--- src/rtl/fmc_pkg.sv ---
// ----------------------------------------------------------------------------
// fmc_pkg
// Types, codes and helpers shared by the mutex and condition variable unit.
// ----------------------------------------------------------------------------
package fmc_pkg;

  localparam int QUEUE_DEPTH = 16;
  localparam int QD_W        = $clog2(QUEUE_DEPTH);
  localparam int CNT_W       = $clog2(QUEUE_DEPTH + 1);

  localparam int MODE_W = 3;
  localparam int FIB_W  = 4;
  localparam int SCH_W  = 2;
  localparam int STAT_W = 3;

  localparam logic [MODE_W-1:0] MODE_LOCK      = 3'd0;
  localparam logic [MODE_W-1:0] MODE_UNLOCK    = 3'd1;
  localparam logic [MODE_W-1:0] MODE_UNLOCK_IF = 3'd2;
  localparam logic [MODE_W-1:0] MODE_WAIT      = 3'd3;
  localparam logic [MODE_W-1:0] MODE_SIGNAL    = 3'd4;
  localparam logic [MODE_W-1:0] MODE_BCAST     = 3'd5;

  localparam logic [STAT_W-1:0] STAT_GRANTED      = 3'd0;
  localparam logic [STAT_W-1:0] STAT_QUEUED       = 3'd1;
  localparam logic [STAT_W-1:0] STAT_DONE         = 3'd2;
  localparam logic [STAT_W-1:0] STAT_NOT_RELEASED = 3'd3;
  localparam logic [STAT_W-1:0] STAT_ALREADY_OWN  = 3'd4;
  localparam logic [STAT_W-1:0] STAT_NOT_OWNER    = 3'd5;
  localparam logic [STAT_W-1:0] STAT_FULL         = 3'd6;

  typedef struct packed {
    logic [FIB_W-1:0] fib;
    logic [SCH_W-1:0] sch;
  } entry_t;

  localparam int ENTRY_W = $bits(entry_t);

  typedef struct packed {
    logic [MODE_W-1:0] mode;
    logic [FIB_W-1:0]  requester;
    logic [SCH_W-1:0]  sched_id;
  } req_t;

  typedef struct packed {
    logic [STAT_W-1:0] status;
    logic              wake_valid;
    logic [FIB_W-1:0]  wake_fiber;
    logic [SCH_W-1:0]  wake_sched;
  } rsp_t;

  typedef enum logic [2:0] {
    S_IDLE,
    S_EXEC,
    S_SCAN,
    S_COMMIT,
    S_REPLY
  } state_t;

  // ring slot: base < depth, off <= depth
  function automatic logic [QD_W-1:0] slot_add(logic [QD_W-1:0] base, logic [CNT_W-1:0] off);
    logic [CNT_W:0] sum;
    sum = {{(CNT_W + 1 - QD_W){1'b0}}, base} + {1'b0, off};
    if (sum >= (CNT_W + 1)'(QUEUE_DEPTH)) begin
      sum = sum - (CNT_W + 1)'(QUEUE_DEPTH);
    end
    return sum[QD_W-1:0];
  endfunction

endpackage

--- src/rtl/fmc_ram.sv ---
// ----------------------------------------------------------------------------
// fmc_ram
// Simple dual-port RAM, one write and one registered read per cycle.
// ----------------------------------------------------------------------------
module fmc_ram #(
  parameter int WIDTH = 6,
  parameter int DEPTH = 16
) (
  input  logic                     clk,
  input  logic                     we,
  input  logic [$clog2(DEPTH)-1:0] waddr,
  input  logic [WIDTH-1:0]         wdata,
  input  logic [$clog2(DEPTH)-1:0] raddr,
  output logic [WIDTH-1:0]         rdata
);

  logic [WIDTH-1:0] mem [DEPTH];

  always_ff @(posedge clk) begin
    if (we) begin
      mem[waddr] <= wdata;
    end
  end

  always_ff @(posedge clk) begin
    rdata <= mem[raddr];
  end

endmodule

--- src/rtl/fifo_mutex_with_condition.sv ---
// ----------------------------------------------------------------------------
// fifo_mutex_with_condition
// One mutex with a FIFO hand-off queue and one condition variable queue.
// ----------------------------------------------------------------------------
// One request at a time. For lock, unlock, condition wait and signal, the
// accept cycle issues the queue RAM reads at the head pointers and the
// next cycle decides and writes back. Broadcast over n condition waiters
// makes one pass over the condition RAM to check ownership and room, then
// one pass moving entries into the mutex queue RAM, one entry per cycle.
// A result that cannot leave because the output holds an unread one waits
// in a reply state until it is taken. Queue RAMs need no clearing after reset.
module fifo_mutex_with_condition (
  input  logic          clk,
  input  logic          rst,
  input  logic          req_valid,
  output logic          req_ready,
  input  fmc_pkg::req_t req,
  output logic          rsp_valid,
  input  logic          rsp_ready,
  output fmc_pkg::rsp_t rsp
);

  import fmc_pkg::*;

  state_t            state, state_next;
  logic              owner_held, owner_held_next;
  logic [FIB_W-1:0]  owner_fiber, owner_fiber_next;
  logic [QD_W-1:0]   lhead, lhead_next;
  logic [CNT_W-1:0]  lcount, lcount_next;
  logic [QD_W-1:0]   chead, chead_next;
  logic [CNT_W-1:0]  ccount, ccount_next;
  req_t              cur;
  logic [QD_W-1:0]   idx, idx_next;
  logic [FIB_W-1:0]  own_ref, own_ref_next;
  logic              scan_bad, scan_bad_next;
  rsp_t              res, res_next;
  rsp_t              out;
  logic              out_valid, out_valid_next;

  logic              fin;
  rsp_t              fin_rsp;
  logic              slot_free;

  logic              l_we, c_we;
  logic [QD_W-1:0]   l_waddr, c_waddr, c_raddr;
  entry_t            l_wdata, c_wdata, lrd, crd;

  logic              is_owner, lock_full, cond_full, last, bad_now;
  logic [CNT_W-1:0]  moved;
  logic [CNT_W:0]    room_sum;

  fmc_ram #(.WIDTH(ENTRY_W), .DEPTH(QUEUE_DEPTH)) u_lock_ram (
    .clk   (clk),
    .we    (l_we),
    .waddr (l_waddr),
    .wdata (l_wdata),
    .raddr (lhead),
    .rdata (lrd)
  );

  fmc_ram #(.WIDTH(ENTRY_W), .DEPTH(QUEUE_DEPTH)) u_cond_ram (
    .clk   (clk),
    .we    (c_we),
    .waddr (c_waddr),
    .wdata (c_wdata),
    .raddr (c_raddr),
    .rdata (crd)
  );

  assign req_ready = (state == S_IDLE);
  assign rsp_valid = out_valid;
  assign rsp       = out;
  assign slot_free = !out_valid || rsp_ready;

  assign is_owner  = owner_held && (owner_fiber == cur.requester);
  assign lock_full = (lcount == CNT_W'(QUEUE_DEPTH));
  assign cond_full = (ccount == CNT_W'(QUEUE_DEPTH));
  assign last      = (CNT_W'(idx) == ccount - CNT_W'(1));
  assign bad_now   = (owner_held || idx != '0) && (crd.fib == own_ref);
  assign moved     = owner_held ? ccount : ccount - CNT_W'(1);
  assign room_sum  = {1'b0, lcount} + {1'b0, moved};

  always_comb begin
    state_next       = state;
    owner_held_next  = owner_held;
    owner_fiber_next = owner_fiber;
    lhead_next       = lhead;
    lcount_next      = lcount;
    chead_next       = chead;
    ccount_next      = ccount;
    idx_next         = idx;
    own_ref_next     = own_ref;
    scan_bad_next    = scan_bad;
    res_next         = res;
    fin              = 1'b0;
    fin_rsp          = '{status: STAT_DONE, wake_valid: 1'b0, wake_fiber: '0, wake_sched: '0};
    l_we             = 1'b0;
    l_waddr          = slot_add(lhead, lcount);
    l_wdata          = '{fib: cur.requester, sch: cur.sched_id};
    c_we             = 1'b0;
    c_waddr          = slot_add(chead, ccount);
    c_wdata          = '{fib: cur.requester, sch: cur.sched_id};
    c_raddr          = chead;

    case (state)
      S_IDLE: begin
        if (req_valid) begin
          state_next = S_EXEC;
        end
      end

      S_EXEC: begin
        fin = 1'b1;
        case (cur.mode)
          MODE_LOCK: begin
            if (is_owner) begin
              fin_rsp.status = STAT_ALREADY_OWN;
            end else if (!owner_held) begin
              owner_held_next  = 1'b1;
              owner_fiber_next = cur.requester;
              fin_rsp.status   = STAT_GRANTED;
            end else if (lock_full) begin
              fin_rsp.status = STAT_FULL;
            end else begin
              l_we           = 1'b1;
              lcount_next    = lcount + CNT_W'(1);
              fin_rsp.status = STAT_QUEUED;
            end
          end
          MODE_UNLOCK, MODE_UNLOCK_IF, MODE_WAIT: begin
            if (!is_owner) begin
              fin_rsp.status = STAT_NOT_OWNER;
            end else if (cur.mode == MODE_UNLOCK_IF && lcount == '0) begin
              fin_rsp.status = STAT_NOT_RELEASED;
            end else if (cur.mode == MODE_WAIT && cond_full) begin
              fin_rsp.status = STAT_FULL;
            end else begin
              if (cur.mode == MODE_WAIT) begin
                c_we           = 1'b1;
                ccount_next    = ccount + CNT_W'(1);
                fin_rsp.status = STAT_QUEUED;
              end
              // release, handing off to the oldest mutex waiter
              if (lcount != '0) begin
                owner_fiber_next   = lrd.fib;
                lhead_next         = slot_add(lhead, CNT_W'(1));
                lcount_next        = lcount - CNT_W'(1);
                fin_rsp.wake_valid = 1'b1;
                fin_rsp.wake_fiber = lrd.fib;
                fin_rsp.wake_sched = lrd.sch;
              end else begin
                owner_held_next = 1'b0;
              end
            end
          end
          MODE_SIGNAL: begin
            if (ccount != '0) begin
              if (owner_held && owner_fiber == crd.fib) begin
                fin_rsp.status = STAT_ALREADY_OWN;
              end else if (!owner_held) begin
                owner_held_next    = 1'b1;
                owner_fiber_next   = crd.fib;
                chead_next         = slot_add(chead, CNT_W'(1));
                ccount_next        = ccount - CNT_W'(1);
                fin_rsp.wake_valid = 1'b1;
                fin_rsp.wake_fiber = crd.fib;
                fin_rsp.wake_sched = crd.sch;
              end else if (lock_full) begin
                fin_rsp.status = STAT_FULL;
              end else begin
                l_we        = 1'b1;
                l_wdata     = crd;
                lcount_next = lcount + CNT_W'(1);
                chead_next  = slot_add(chead, CNT_W'(1));
                ccount_next = ccount - CNT_W'(1);
              end
            end
          end
          MODE_BCAST: begin
            if (ccount != '0) begin
              fin           = 1'b0;
              state_next    = S_SCAN;
              idx_next      = '0;
              scan_bad_next = 1'b0;
              own_ref_next  = owner_fiber;
            end
          end
          default: begin
          end
        endcase
      end

      S_SCAN: begin
        c_raddr       = last ? chead : slot_add(chead, CNT_W'(idx) + CNT_W'(1));
        scan_bad_next = scan_bad || bad_now;
        if (idx == '0 && !owner_held) begin
          own_ref_next = crd.fib;
        end
        if (last) begin
          if (scan_bad || bad_now) begin
            fin            = 1'b1;
            fin_rsp.status = STAT_ALREADY_OWN;
          end else if (room_sum > (CNT_W + 1)'(QUEUE_DEPTH)) begin
            fin            = 1'b1;
            fin_rsp.status = STAT_FULL;
          end else begin
            state_next = S_COMMIT;
            idx_next   = '0;
            res_next   = '{status: STAT_DONE, wake_valid: 1'b0, wake_fiber: '0, wake_sched: '0};
          end
        end else begin
          idx_next = idx + QD_W'(1);
        end
      end

      S_COMMIT: begin
        c_raddr = slot_add(chead, CNT_W'(idx) + CNT_W'(1));
        if (idx == '0 && !owner_held) begin
          owner_held_next     = 1'b1;
          owner_fiber_next    = crd.fib;
          res_next.wake_valid = 1'b1;
          res_next.wake_fiber = crd.fib;
          res_next.wake_sched = crd.sch;
        end else begin
          l_we        = 1'b1;
          l_wdata     = crd;
          lcount_next = lcount + CNT_W'(1);
        end
        if (last) begin
          fin         = 1'b1;
          fin_rsp     = res_next;
          chead_next  = slot_add(chead, ccount);
          ccount_next = '0;
        end else begin
          idx_next = idx + QD_W'(1);
        end
      end

      S_REPLY: begin
        if (slot_free) begin
          state_next = S_IDLE;
        end
      end

      default: begin
        state_next = S_IDLE;
      end
    endcase

    if (fin) begin
      res_next   = fin_rsp;
      state_next = slot_free ? S_IDLE : S_REPLY;
    end
  end

  always_comb begin
    out_valid_next = out_valid;
    if ((fin || state == S_REPLY) && slot_free) begin
      out_valid_next = 1'b1;
    end else if (rsp_ready) begin
      out_valid_next = 1'b0;
    end
  end

  always_ff @(posedge clk) begin
    if (rst) begin
      state       <= S_IDLE;
      owner_held  <= 1'b0;
      owner_fiber <= '0;
      lhead       <= '0;
      lcount      <= '0;
      chead       <= '0;
      ccount      <= '0;
      out_valid   <= 1'b0;
    end else begin
      state       <= state_next;
      owner_held  <= owner_held_next;
      owner_fiber <= owner_fiber_next;
      lhead       <= lhead_next;
      lcount      <= lcount_next;
      chead       <= chead_next;
      ccount      <= ccount_next;
      out_valid   <= out_valid_next;
    end
  end

  always_ff @(posedge clk) begin
    if (state == S_IDLE && req_valid) begin
      cur <= req;
    end
    idx      <= idx_next;
    own_ref  <= own_ref_next;
    scan_bad <= scan_bad_next;
    res      <= res_next;
    if ((fin || state == S_REPLY) && slot_free) begin
      out <= fin ? fin_rsp : res;
    end
  end

endmodule

--- config.mk ---
export PLATFORM = sky130hd
export DESIGN_NAME = fifo_mutex_with_condition
export DESIGN_NICKNAME = d
export VERILOG_FILES = /design/src/rtl/fmc_pkg.sv /design/src/rtl/fmc_ram.sv /design/src/rtl/fifo_mutex_with_condition.sv
export SDC_FILE = /design/constraint.sdc
export NUM_CORES = 1
export LEC_CHECK = 0
export BUFFER_PORTS_ARGS = -buffer_cell sky130_fd_sc_hd__buf_2
export CAP_MARGIN = 5
export CORE_MARGIN = 3
export CORE_UTILIZATION = 45
export DETAILED_ROUTE_END_ITERATION = 8
export GPL_TIMING_DRIVEN = 0
export PLACE_DENSITY = 0.71
export SYNTH_ARGS = -nofsm -noshare
export SYNTH_HDL_FRONTEND = slang
export SYNTH_SLANG_ARGS = --single-unit
--- constraint.sdc ---
create_clock -name clk -period 9.8 [get_ports clk]
set_input_delay 1.96 -clock clk [delete_from_list [all_inputs] [get_ports clk]]
set_output_delay 1.96 -clock clk [all_outputs]
set_load 0.05 [all_outputs]
* After elaboration in Yosys (flattened, before gate mapping) *
Memory sizes are Yosys's and may differ from the RTL's. A register that Yosys moved wholly into a read port is not among the register bits.
Index checks and enable logic that the tools add are counted.
W data, S select, Z words.

operators by class
  reduce and logical (&&, ||, !) cells = 41
  mux-type cells = 150
  magnitude comparators = 6
  equal/unequal tests = 51
  bitwise logic cells = 2
  add/sub/neg operators = 17

operators with widths
  operator               count
  $mux W4                30
  $mux W5                20
  $mux W10               7
  $mux W3                22
  $ne A3 B3 Y1 const B   19
  $mux W7                7
  $pmux W7 S2            3
  $mux W6                6
  $mux W1                34
  $pmux W4 S2            4
  $pmux W5 S2            3
  $reduce_and A10 Y1     3
  $pmux W4 S3            2
  $ne A2 B2 Y1 const B   10
  $sub A4 B1 Y4 const B  5
  $add A4 B5 Y6          3
  $ge A6 B5 Y1 const B   3
  $pmux W3 S3            2
  $reduce_and A6 Y1      3
  $add A4 B1 Y5 const B  3
  $pmux W3 S5            1
  $pmux W5 S3            1
  $eq A3 B2 Y1 const B   4
  $eq A4 B4 Y1           3
  35 further kinds       69

word-level totals
  output and inout port bits = 12
  bits in writable memories = 192
  bits of input ports = 13
  logic and storage cells = 291
  flip-flop bits (word level) = 65
  memories kept = 2

memory list
  memory          words  width  rd ports  clocked after memory_dff  wr ports  RTL line       text
  u_cond_ram.mem  16     6      1         1                         1         fmc_ram.sv:17  logic [WIDTH-1:0] mem [DEPTH];
  u_lock_ram.mem  16     6      1         1                         1         fmc_ram.sv:17

* Longest topological paths before layout *
Gate-level depths: netlist of run 1.

  depth in word-level cells = 11
  gate-level depth with buffers = 14
  depth with buffers taken out = 12

* Modules after synthesis *
From an unflattened synthesis of run 1, not the netlist that was laid out.

unflattened totals
  cell total of the unflattened synthesis = 903
  area total of the unflattened synthesis = 12617.1 um2

modules (own cells, without submodules)
  module                     cells each  times used  sequential area each (um2)  area each (um2)
  fmc_ram                    178         2           3002.9                      3895.0
  fifo_mutex_with_condition  547         1           1681.6                      4827.1

* Least setup slack after synthesis of run 1 *
Ideal clock, no wire load.

  path kind = register to register
  start = register ccount[0]
  end = register out (netlist bit rsp[0]) (enable)
  data arrival time = 3.832 ns
  data required time = 9.425 ns
  setup slack = 5.593 ns
  period minus slack after synthesis = 4.207 ns
  stages on the path, launching flop included = 14
  buffers on the path = 1
  cell sequence = dfxtp_1 inv_1 ha_1 mux2i_1 inv_1 fa_1 xnor2_1 or4b_2 nand3_1 a31oi_1 o41a_1 a211oi_2 clkbuf_1 a21boi_0

between the ends
  longest elaborated chain between the ends = 10

ends and longest elaborated chain
  element                  RTL line                                                          text
  from (decl)              fifo_mutex_with_condition.sv:31                                   logic [CNT_W-1:0] ccount, ccount_next;
  from (signal assigned)   fifo_mutex_with_condition.sv:282                                  ccount <= ccount_next;
  $sub A5 B1 Y5            fifo_mutex_with_condition.sv:78, fifo_mutex_with_condition.sv:80
  $mux W5                  fifo_mutex_with_condition.sv:80                                   assign moved = owner_held ? ccount : ccount - CNT_W'(1);
  $add A5 B5 Y6            fifo_mutex_with_condition.sv:81                                   assign room_sum = {1'b0, lcount} + {1'b0, moved};
  $gt A6 B5 Y1             fifo_mutex_with_condition.sv:203                                  end else if (room_sum > (CNT_W + 1)'(QUEUE_DEPTH)) begin
  $mux W1                  fifo_mutex_with_condition.sv:203
  $mux W1                  fifo_mutex_with_condition.sv:200                                  if (scan_bad || bad_now) begin
  $mux W1                  fifo_mutex_with_condition.sv:199                                  if (last) begin
  $pmux W1 S3 (*)          fifo_mutex_with_condition.sv:105                                  case (state)
  $logic_or A1 B1 Y1 (*)   fifo_mutex_with_condition.sv:295                                  if ((fin || state == S_REPLY) && slot_free) begin
  $logic_and A1 B1 Y1 (*)  fifo_mutex_with_condition.sv:295
  to (signal assigned)     fifo_mutex_with_condition.sv:296                                  out <= fin ? fin_rsp : res;
  to (decl)                fifo_mutex_with_condition.sv:37                                   rsp_t out;

Every way passes the cells marked *; elsewhere a longest branch is shown, timed or not.
A chain may end at the register's enable or synchronous reset.

* Worst setup path in the final report of run 1 *
  start = register owner_held
  end = register out (netlist bit rsp[7]) (enable)

between the ends
  longest elaborated chain between the ends = 9

ends and longest elaborated chain
  element                  RTL line                          text
  from (decl)              fifo_mutex_with_condition.sv:26   logic owner_held, owner_held_next;
  from (signal assigned)   fifo_mutex_with_condition.sv:277  owner_held <= owner_held_next;
  $mux W5                  fifo_mutex_with_condition.sv:80
  $add A5 B5 Y6            fifo_mutex_with_condition.sv:81
  $gt A6 B5 Y1             fifo_mutex_with_condition.sv:203
  $mux W1                  fifo_mutex_with_condition.sv:203
  $mux W1 (*)              fifo_mutex_with_condition.sv:200
  $mux W1 (*)              fifo_mutex_with_condition.sv:199
  $pmux W1 S3 (*)          fifo_mutex_with_condition.sv:105
  $logic_or A1 B1 Y1 (*)   fifo_mutex_with_condition.sv:295
  $logic_and A1 B1 Y1 (*)  fifo_mutex_with_condition.sv:295

Marked as above.

==> run_results.csv, run 1 <==
group,metric,value,unit
cells_and_area,nFillCells,2229,
critical_path,endpoint,"rsp[7]",
cells_and_area,n_antenna_cell,0,
pwr,powerDensity,191.6,mW/mm^2
critical_path,crit_type,"reg2reg",
timing,rsz0062_at_grt,"false",
synthesis,syn_nets,1003,
synthesis,synth_area,0.01262,sq mm
timing,slew_headroom,41.95,%
floorplan,initial_core_util,46.32,%
cells_and_area,final_cell_mix,"edfxtp_1 (230), nand2_1 (77), nor2_1 (76)",
route,drc,0,
route,drt_iter0_markers,826,
critical_path,path_cells,"clkbuf_1 -> xnor2_1 -> ha_1 -> inv_1 -> fa_1 -> xnor2_1 -> or4b_2 -> nand3_1 -> a31oi_1 -> o41a_1 -> a211oi_2 -> clkbuf_1 -> a21boi_1 -> buf_4",
placed_design,post-dp-hpwl,20.78,mm
placed_design,io_buffer_count,23,
critical_path,worstReg2RegStart,"owner_held",
synthesis,synth_edf_count,230,
global_routing,grt_usage,19.19,%
critical_path,required,10.11,ns
synthesis,synth_area_leaders,"edfxtp_1 (55%), dfxtp_1 (6.2%), mux4_2 (5.4%), mux2i_1 (4.3%), nand2_1 (2.3%)",
floorplan,dieWidth,173.5,microns
cts,cts_inserted_buffers,28,
cells_and_area,seq_area,0.007687,sq mm
timing,setup_viol,0,
run,cap_violations,0,
pwr,p_leak,5.059,nW
cts,cts.sinks,269,
route,totalWireLength,29.14,mm
pwr,internal_power,0.002065,W
pwr,p_switching,0.0006645,W
cts,htreeDepth,1,
synthesis,synth_warnings,0,
critical_path,crit_start,"owner_held",
floorplan,die_h,173.5,microns
cts,clockBufferDepth,3,
route,top_layer,"met4",
global_routing,grt-ovfl-total,0,
global_routing,grt_pass1_vias,8004,
synthesis,synth_top_area_share,54.71,%
cts,clk_pin_slew,0.07,ns
synthesis,synthesis.instances,964,
timing,finalCriticalPeriod,5.023,ns
route,drt-met1-wl,12.33,mm
pwr,pwr-share-seq,47.9,%
route,num_vias,8230,
cts,cts_root_buffer,"clkbuf_16",
route,wire_per_inst,20.55,microns
timing,fmax,199.1,MHz
critical_path,r2r_slack,4.78,ns
critical_path,setup.worst_path.start_class,"flip-flop",
route,met2WireLength,14.31,mm
critical_path,cp.arrival,5.33,ns
floorplan,dieArea,0.03010,sq mm
synthesis,synthAdderAreaFrac,2.815,%
critical_path,reg2reg_to,"rsp[7]",
route,final_antenna_net_count,0,
timing,drv_slew,0,
critical_path,cpMaxStageDelayCell,"a211oi_2",
timing,finalHoldViolations,0,
global_routing,antenna_found_initial,0,
synthesis,synth_compound_area_share,10.46,%
cts,cts_tree,"yes",
cells_and_area,area_growth,12.85,%
cells_and_area,finalNetCount,1063,
cts,clock_latency,0.56,ns
pwr,vdd_ir_drop_max,0.0001574,V
global_routing,grt_max_degree,21,
synthesis,synth_top_family_by_area,"simple AND/OR/NAND/NOR gates",
hold_path,min_path_type,"reg2reg",
floorplan,fp-row-count,60,
cells_and_area,drive_above_1_share,13.38,%
critical_path,cp-end-kind,"flip-flop",
route,dr_wl_met3,1.918,mm
synthesis,synthSimpleGateAreaFrac,10.52,%
floorplan,ios,25,
hold_path,min_from,"rsp_valid",
pwr,finalPower,0.002730,W
floorplan,core,0.02725,sq mm
cts,post_cts_buffers,0,
synthesis,synth-xor-area-share,2.993,%
run_status,status,"completed",
timing,worst_clock_skew,0.03337,ns
synthesis,syn_area_per_cell,13.09,sq um
synthesis,yosysSeqAreaShare,60.90,%
pwr,pwr-share-clk,41.2,%
critical_path,reg2reg_depth,14,
cts,cts_hold_buf,0,
timing,min_period_over_period,51.25,%
cts,cts_resized,0,
synthesis,synthMuxAreaShare,9.723,%
critical_path,slowest_delay,0.63,ns
synthesis,synth-seq-cells,269,
synthesis,synth_top_area_cell,"edfxtp_1",
global_routing,grt_first_pass_wirelength,45.89,mm
pwr,power_frac_comb,10.9,%
synthesis,async_reset_ff_share,0,%
critical_path,cp_max_fo,10,
synthesis,ys.flop_type,"edfxtp_1",
route,firstDrtPassIters,7,
cells_and_area,multi_input_area,0.004608,sq mm
timing,worst_slew_pin_slew,0.8708,ns
synthesis,ys_types,74,
placed_design,place_congestion,0.9091,
cells_and_area,layout_commonest_cell,"edfxtp_1",
pwr,swShare,24.34,%
route,vias_per_cell,5.804,
timing,tns,0,ns
[power groups by stage]
stage          sequential, W  clock (W)  combinational, W
5_1_grt              0.00131    0.00119          0.000324
2_1_floorplan        0.00133          0          0.000202
3_3_place_gp         0.00133          0          0.000285
4_1_cts              0.00131    0.00113          0.000296
6_report             0.00131    0.00112          0.000297
3_5_place_dp         0.00133          0          0.000294
[worst min-delay path by stage]
stage | to | cells past startpoint
finish | state[2] | 2
global route | state[2] | 2
CTS | state[2] | 2
detailed placement | state[2] | 2
global placement | state[2] | 2
floorplan | rsp[7] | 1
[cell families after synthesis]
logic type	Yosys count
AOI/OAI and AO/OA	195
xor gates and xnor gates	41
adders and majority gates	26
buffers and inverters	79
DFF	269
muxes	85
and+or+nand+nor	269
[cell type report]
cell class                      instances  share of cell area (%)
Sequential cell                       269                   53.97
Tap cell                              372                   3.267
Buffer                                 51                   1.563
Multi-Input combinational cell        616                   32.35
Clock inverter                         16                   1.599
Inverter                               28                  0.7378
Clock buffer                           36                   5.340
Timing Repair Buffer                   30                   1.177
[worst max-delay path, delay by kind of cell (launching register included)]
| kind | cells | cell delay [ns] |
|---|---|---|
| buffers and inverters | 4 | 1.25 |
| DFF | 1 | 0.48 |
| xor gates and xnor gates | 2 | 0.33 |
| AOI/OAI and AO/OA | 4 | 1.42 |
| and+or+nand+nor | 2 | 0.70 |
| adders and majority gates | 2 | 0.58 |
[per-stage QoR]
| stage | cells | area, sq um | hold slack, ns | worst slack, ns | utilization [%] |
|---|---|---|---|---|---|
| detailed placement | 1366 | 13260 | 0.4945 | 4.795 | 48.65 |
| global route | 1418 | 14240 | 0.5485 | 4.485 | 52.27 |
| CTS | 1418 | 14240 | 0.5056 | 4.746 | 52.27 |
| global placement | 1359 | 13200 | 0.4909 | 4.486 | 48.45 |
| floorplan | 964 | 12620 | 0.5202 | 5.593 | - |
| finish | 1418 | 14240 | 0.5035 | 4.777 | 52.27 |
[per-layer routing]
metal  track usage [%]  up-vias
met3             3.767       46
met5                 0        -
met2             32.44      294
li1                  -     3815
met4             4.122        0
met1             25.90     4075
[synthesized netlist by cell type, types with 10 or more instances]
master / instances
a21oi_1: 35
a22oi_1: 10
a31oi_1: 12
clkbuf_1: 40
dfxtp_1: 39
edfxtp_1: 230
ha_1: 22
inv_1: 28
mux2i_1: 54
mux4_2: 30
nand2_1: 77
nand3_1: 28
nor2_1: 76
nor3_1: 11
o21ai_0: 42
o22ai_1: 31
or2_2: 10
xnor2_1: 29
xor2_1: 11
[sequential cells by signal, summed over array words and instances (netlist names), 5 cells and up]
name              count
ccount                5
c_wdata               6
u_cond_ram.mem       96
u_cond_ram.rdata      6
lcount                5
u_lock_ram.mem       96
res                  10
rsp                  10
u_lock_ram.rdata      6
(Power assumes the default switching activity.)
==> inputs of run 2 (changes only) <==
==> constraint.sdc (replaced) <==
create_clock -name clk -period 4.7 [get_ports clk]
set_input_delay 0.94 -clock clk [delete_from_list [all_inputs] [get_ports clk]]
set_output_delay 0.94 -clock clk [all_outputs]
set_load 0.05 [all_outputs]
==> run_results.csv, run 2 (synthesis gave the netlist of run 1 again) <==
group,metric,value,unit
placed_design,place_congestion,0.9091,
timing,finalHoldViolations,0,
critical_path,required,5.01,ns
global_routing,grt_first_pass_wirelength,45.91,mm
cells_and_area,fin_util,52.37,%
critical_path,crit_type,"reg2reg",
cells_and_area,layout_commonest_cell,"edfxtp_1",
cells_and_area,reg_top3,"u_cond_ram.mem: 96 flops, u_lock_ram.mem: 96 flops",
timing,setup_viol,0,
timing,rsz0062_at_grt,"false",
cts,clk_pin_slew,0.07,ns
route,vias_per_cell,5.803,
critical_path,cp.arrival,4.81,ns
floorplan,ios,25,
route,drt_iter0_markers,916,
critical_path,cp-end-kind,"flip-flop",
run,cap_violations,0,
placed_design,post-dp-hpwl,20.78,mm
cts,cts_root_buffer,"clkbuf_16",
route,totalWireLength,29.24,mm
run_status,status,"completed",
floorplan,dieArea,0.03010,sq mm
cells_and_area,drive_above_1_share,13.84,%
cells_and_area,final_cell_mix,"edfxtp_1 (230), nand2_1 (77), nor2_1 (76)",
timing,slew_headroom,41.80,%
timing,drv_slew,0,
pwr,powerDensity,398.9,mW/mm^2
global_routing,grt_max_degree,21,
hold_path,worstHoldPathCells,2,
critical_path,cp_max_fo,10,
floorplan,core,0.02725,sq mm
cells_and_area,area_growth,13.05,%
cts,cts.sinks,269,
global_routing,grt_pass1_vias,8006,
route,firstDrtPassIters,5,
timing,worst_hold_slack,0.5034,ns
global_routing,grt-ovfl-total,0,
global_routing,grt_usage,19.20,%
timing,tns,0,ns
placed_design,place_inst,1366,
floorplan,fp-row-count,60,
cts,cts_inserted_buffers,28,
critical_path,r2r_slack,0.20,ns
timing,worst_clock_skew,0.03237,ns
floorplan,initial_core_util,46.32,%
route,drc,0,
cells_and_area,instances_no_fill,1420,
hold_path,min_path_type,"reg2reg",
pwr,p_leak,5.076,nW
pwr,vdd_ir_drop_max,0.0003262,V
timing,fmax,222.3,MHz
cells_and_area,finalNetCount,1065,
floorplan,die_h,173.5,microns
global_routing,antenna_found_initial,0,
cts,cts_tree,"yes",
route,num_vias,8240,
pwr,finalPower,0.005693,W
cts,clockBufferDepth,3,
timing,finalCriticalPeriod,4.498,ns
route,wire_per_inst,20.59,microns
cts,clock_latency,0.55,ns
cts,cts_hold_buf,0,
route,final_antenna_net_count,0,
floorplan,dieWidth,173.5,microns
cells_and_area,n_antenna_cell,0,
critical_path,setup.worst_path.start_class,"flip-flop",
critical_path,reg2reg_depth,15,
cts,htreeDepth,1,
placed_design,io_buffer_count,23,
timing,worst_slew_pin_slew,0.8730,ns
timing,min_period_over_period,95.71,%
## run 2: power by group
part | switching (W) | leakage, nW | internal [W] | total [W]
registers | 0.0000614 | 2.40 | 0.00266 | 0.00273
clock network | 0.000919 | 0.470 | 0.00142 | 0.00234
logic | 0.000403 | 2.20 | 0.000224 | 0.000627
total | 0.00138 | 5.08 | 0.00431 | 0.00569
## run 2: critical path, stage by stage, from the launching register on
cell and delay [ns]:
dfxtp_1 0.52, inv_1 0.11, ha_1 0.35, mux2i_1 0.22, inv_1 0.09, fa_1 0.43
xnor2_1 0.15, or4b_2 0.60, nand3_1 0.10, a31oi_1 0.09, o41a_1 0.43, a211oi_4 0.23
buf_4 0.20, clkbuf_2 0.27, a21boi_1 0.22, buf_4 0.23
## run 2: layout make-up
type                            count  area [sq um]
Clock inverter                     16         227.7
Sequential cell                   269          7689
Inverter                           28         105.1
Multi-Input combinational cell    616          4616
Timing Repair Buffer               32         182.7
Fill cell                        2231         12980
Buffer                             51         225.2
Tap cell                          372         465.4
Clock buffer                       36         760.7
## run 2: metal layers
metal	wire [microns]	share of wire (%)	global-route usage, %	vias up
met5	0	0	0	-
met4	560	1.9	4.122	0
met3	2159	7.4	3.811	46
met2	14330	49	32.45	301
met1	12190	42	25.90	4071
li1	-	-	-	3822
## run 2: final timing paths
check | start | end
setup / recovery | ccount[1] | rsp[0]
hold / removal | rsp_valid | state[2]
setup reg to reg | ccount[1] | rsp[0]
hold reg to reg | rsp_valid | state[2]
## run 2: stage by stage
step,cell area (sq um),setup slack [ns]
detailed placement,13260,-0.3048
floorplan,12620,0.4931
CTS,14250,0.006428
global placement,13200,-0.6143
finish,14270,0.2018
global route,14270,0.002807
## run 2: what timing repair did
item | in CTS | in global routing
pin swaps | 0 | 1
endpoints found under the setup margin | 11 | 10
buffers inserted | 0 | 2
resized for setup | 2 | 3
==> inputs of run 3 (changes only) <==
--- a/config.mk
+++ b/config.mk
@@ -14,4 +14,5 @@
 export PLACE_DENSITY = 0.71
 export SYNTH_ARGS = -nofsm -noshare
 export SYNTH_HDL_FRONTEND = slang
+export SYNTH_HIERARCHICAL = 1
 export SYNTH_SLANG_ARGS = --single-unit
==> run_results.csv, run 3 <==
group,metric,value,unit
run_status,status,"completed",
cells_and_area,instances_no_fill,1359,
cts,cts_hold_buf,0,
synthesis,ys.flop_type,"edfxtp_1",
placed_design,place_inst,1306,
synthesis,synth_top_family_by_area,"compound AO/OA/AOI/OAI gates",
timing,finalHoldViolations,0,
floorplan,ios,25,
synthesis,synthMuxAreaShare,9.917,%
floorplan,fp-row-count,60,
synthesis,synthAdderAreaFrac,2.816,%
critical_path,critical_path.top_delay_family,"compound AO/OA/AOI/OAI gates",
route,drt_iter0_markers,989,
global_routing,antenna_found_initial,0,
cts,clockBufferDepth,3,
critical_path,setup.worst_path.start_class,"flip-flop",
floorplan,core,0.02725,sq mm
cts,clock_latency,0.54,ns
synthesis,async_reset_ff_share,0,%
cts,cts_tree,"yes",
cells_and_area,area_growth,13.01,%
cts,cts.sinks,269,
timing,setup_viol,0,
cells_and_area,finalNetCount,1004,
critical_path,cp.arrival,4.75,ns
timing,min_period_over_period,92.30,%
timing,worst_slew_pin_slew,1.333,ns
synthesis,synth_top_area_cell,"edfxtp_1",
placed_design,post-dp-hpwl,19.56,mm
critical_path,cp_max_fo,10,
pwr,vdd_ir_drop_max,0.0003158,V
floorplan,initial_core_util,46.30,%
synthesis,synth-xor-area-share,2.707,%
cells_and_area,n_antenna_cell,0,
route,vias_per_cell,5.890,
cts,cts_root_buffer,"clkbuf_16",
floorplan,die_h,173.4,microns
hold_path,min_path_type,"reg2reg",
timing,finalCriticalPeriod,4.338,ns
route,wire_per_inst,20.89,microns
synthesis,synth_compound_area_share,10.25,%
critical_path,cp-end-kind,"flip-flop",
global_routing,grt_usage,18.35,%
route,drc,0,
synthesis,yosysMostFrequentCell,"edfxtp_1",
timing,rsz0062_at_grt,"false",
critical_path,path_cells,"inv_1 -> ha_1 -> or2_2 -> a211oi_1 -> o211ai_2 -> o21ai_0 -> clkbuf_2 -> nand2_1 -> o21ai_0 -> buf_6 -> buf_4 -> mux4_2 -> a22oi_1 -> nand2_1",
critical_path,critPathBufInv,4,
synthesis,syn_area_per_cell,13.97,sq um
critical_path,crit_type,"reg2reg",
critical_path,slowest_delay,0.55,ns
synthesis,synth_area_leaders,"edfxtp_1 (55%), dfxtp_1 (6.2%), mux4_1 (5.0%), mux4_2 (4.3%), ha_1 (2.2%)",
timing,fmax,230.5,MHz
floorplan,dieWidth,173.4,microns
pwr,powerDensity,384.7,mW/mm^2
route,firstDrtPassIters,8,
synthesis,syn_nets,942,
timing,worst_clock_skew,0.01329,ns
global_routing,grt_max_degree,20,
synthesis,synth_area,0.01262,sq mm
critical_path,required,5.11,ns
synthesis,ys_types,77,
cts,clk_pin_slew,0.06,ns
cells_and_area,fin_util,52.32,%
route,final_antenna_net_count,0,
global_routing,grt_first_pass_wirelength,43.56,mm
global_routing,grt-ovfl-total,0,
cells_and_area,drive_above_1_share,14.89,%
cts,htreeDepth,1,
route,totalWireLength,28.38,mm
synthesis,synth-seq-cells,269,
cells_and_area,reg_top3,"u_cond_ram/mem: 96 flops, u_lock_ram/mem: 96 flops",
pwr,p_leak,4.762,nW
floorplan,dieArea,0.03008,sq mm
timing,slew_headroom,10.23,%
placed_design,io_buffer_count,24,
synthesis,yosysSeqAreaShare,60.93,%
cts,cts_inserted_buffers,29,
timing,drv_slew,0,
run,cap_violations,0,
synthesis,synthSimpleGateAreaFrac,10.08,%
synthesis,synth_edf_count,230,
cells_and_area,layout_commonest_cell,"edfxtp_1",
cells_and_area,final_cell_mix,"edfxtp_1 (230), nor2_1 (69), nand2_1 (54)",
global_routing,grt_pass1_vias,7564,
placed_design,place_congestion,0.9131,
route,num_vias,8004,
synthesis,synth_warnings,6,
synthesis,synth_top_area_share,54.74,%
critical_path,cpMaxStageDelayCell,"dfxtp_1",
synthesis,synth_commonest_cells,"edfxtp_1 (230), nor2_1 (69), nand2_1 (54), dfxtp_1 (39)",
pwr,finalPower,0.005485,W
synthesis,synthesis.instances,903,
==> run 3: cell families (layout without fill, tap and decap cells) <==
group / Yosys count / after routing
multiplexers: 56 / 56
flip-flops: 269 / 269
AO/OA/AOI/OAI: 182 / 182
AND/OR/NAND/NOR: 243 / 243
buffers and inverters: 88 / 172
XOR/XNOR: 39 / 39
adder cells (fa/ha/maj): 26 / 26
==> run 3: final cells by class <==
class                           count  area, sq um
Multi-Input combinational cell    546         4528
Fill cell                        2244        12990
Clock buffer                       33        740.7
Tap cell                          372        465.4
Inverter                           36        135.1
Sequential cell                   269         7687
Clock inverter                     20        246.5
Timing Repair Buffer               31        172.7
Buffer                             52        282.8
==> run 3: where the power goes <==
part	total (W)	leakage (nW)	internal, W	switching, W
sequential	0.00270	2.40	0.00265	0.0000461
clock	0.00233	0.475	0.00141	0.000923
combinational	0.000453	1.89	0.000153	0.000300
total	0.00548	4.76	0.00422	0.00127
==> run 3: path summary, 6_finish.rpt <==
kind	startpoint	end	slack, ns	cells past startpoint
max	ccount[0]	u_cond_ram/rdata[1]	0.36	14
min	rsp_valid	state[2]	0.51	2
max reg2reg	ccount[0]	u_cond_ram/rdata[1]	0.36	14
min reg2reg	rsp_valid	state[2]	0.51	2
==> run 3: layer usage <==
metal	global-route usage [%]	vias to the layer above	wire length (microns)
li1	-	3645	-
met1	26.15	3989	12240
met2	29.53	312	13470
met3	2.803	58	1896
met4	5.101	0	780
met5	0.1603	-	0
==> run 3: through the flow <==
| stage | area [sq um] | setup TNS (ns) | setup WS, ns | hold slack (ns) |
|---|---|---|---|---|
| final | 14260 | 0 | 0.3617 | 0.5101 |
| after floorplan | 12620 | 0 | 1.177 | 0.4915 |
| after CTS | 14240 | 0 | 0.1097 | 0.5153 |
| after detailed placement | 13260 | 0 | 0.1446 | 0.5035 |
| after global routing | 14260 | 0 | 0.04428 | 0.5565 |
| after global placement | 13200 | -2.849 | -0.2873 | 0.4975 |
==> run 3: worst register-to-register path, cell delays in order (launching register included) <==
cell and delay [ns]:
dfxtp_1 0.55, inv_1 0.13, ha_1 0.34, or2_2 0.32, a211oi_1 0.37, o211ai_2 0.27
o21ai_0 0.38, clkbuf_2 0.28, nand2_1 0.07, o21ai_0 0.11, buf_6 0.17, buf_4 0.26
mux4_2 0.55, a22oi_1 0.30, nand2_1 0.12
==> run 3: repair_timing <==
| item | CTS | global route |
|---|---|---|
| resized for setup | 0 | 4 |
| setup endpoints to repair | 0 | 6 |
| buffers inserted | 0 | 0 |
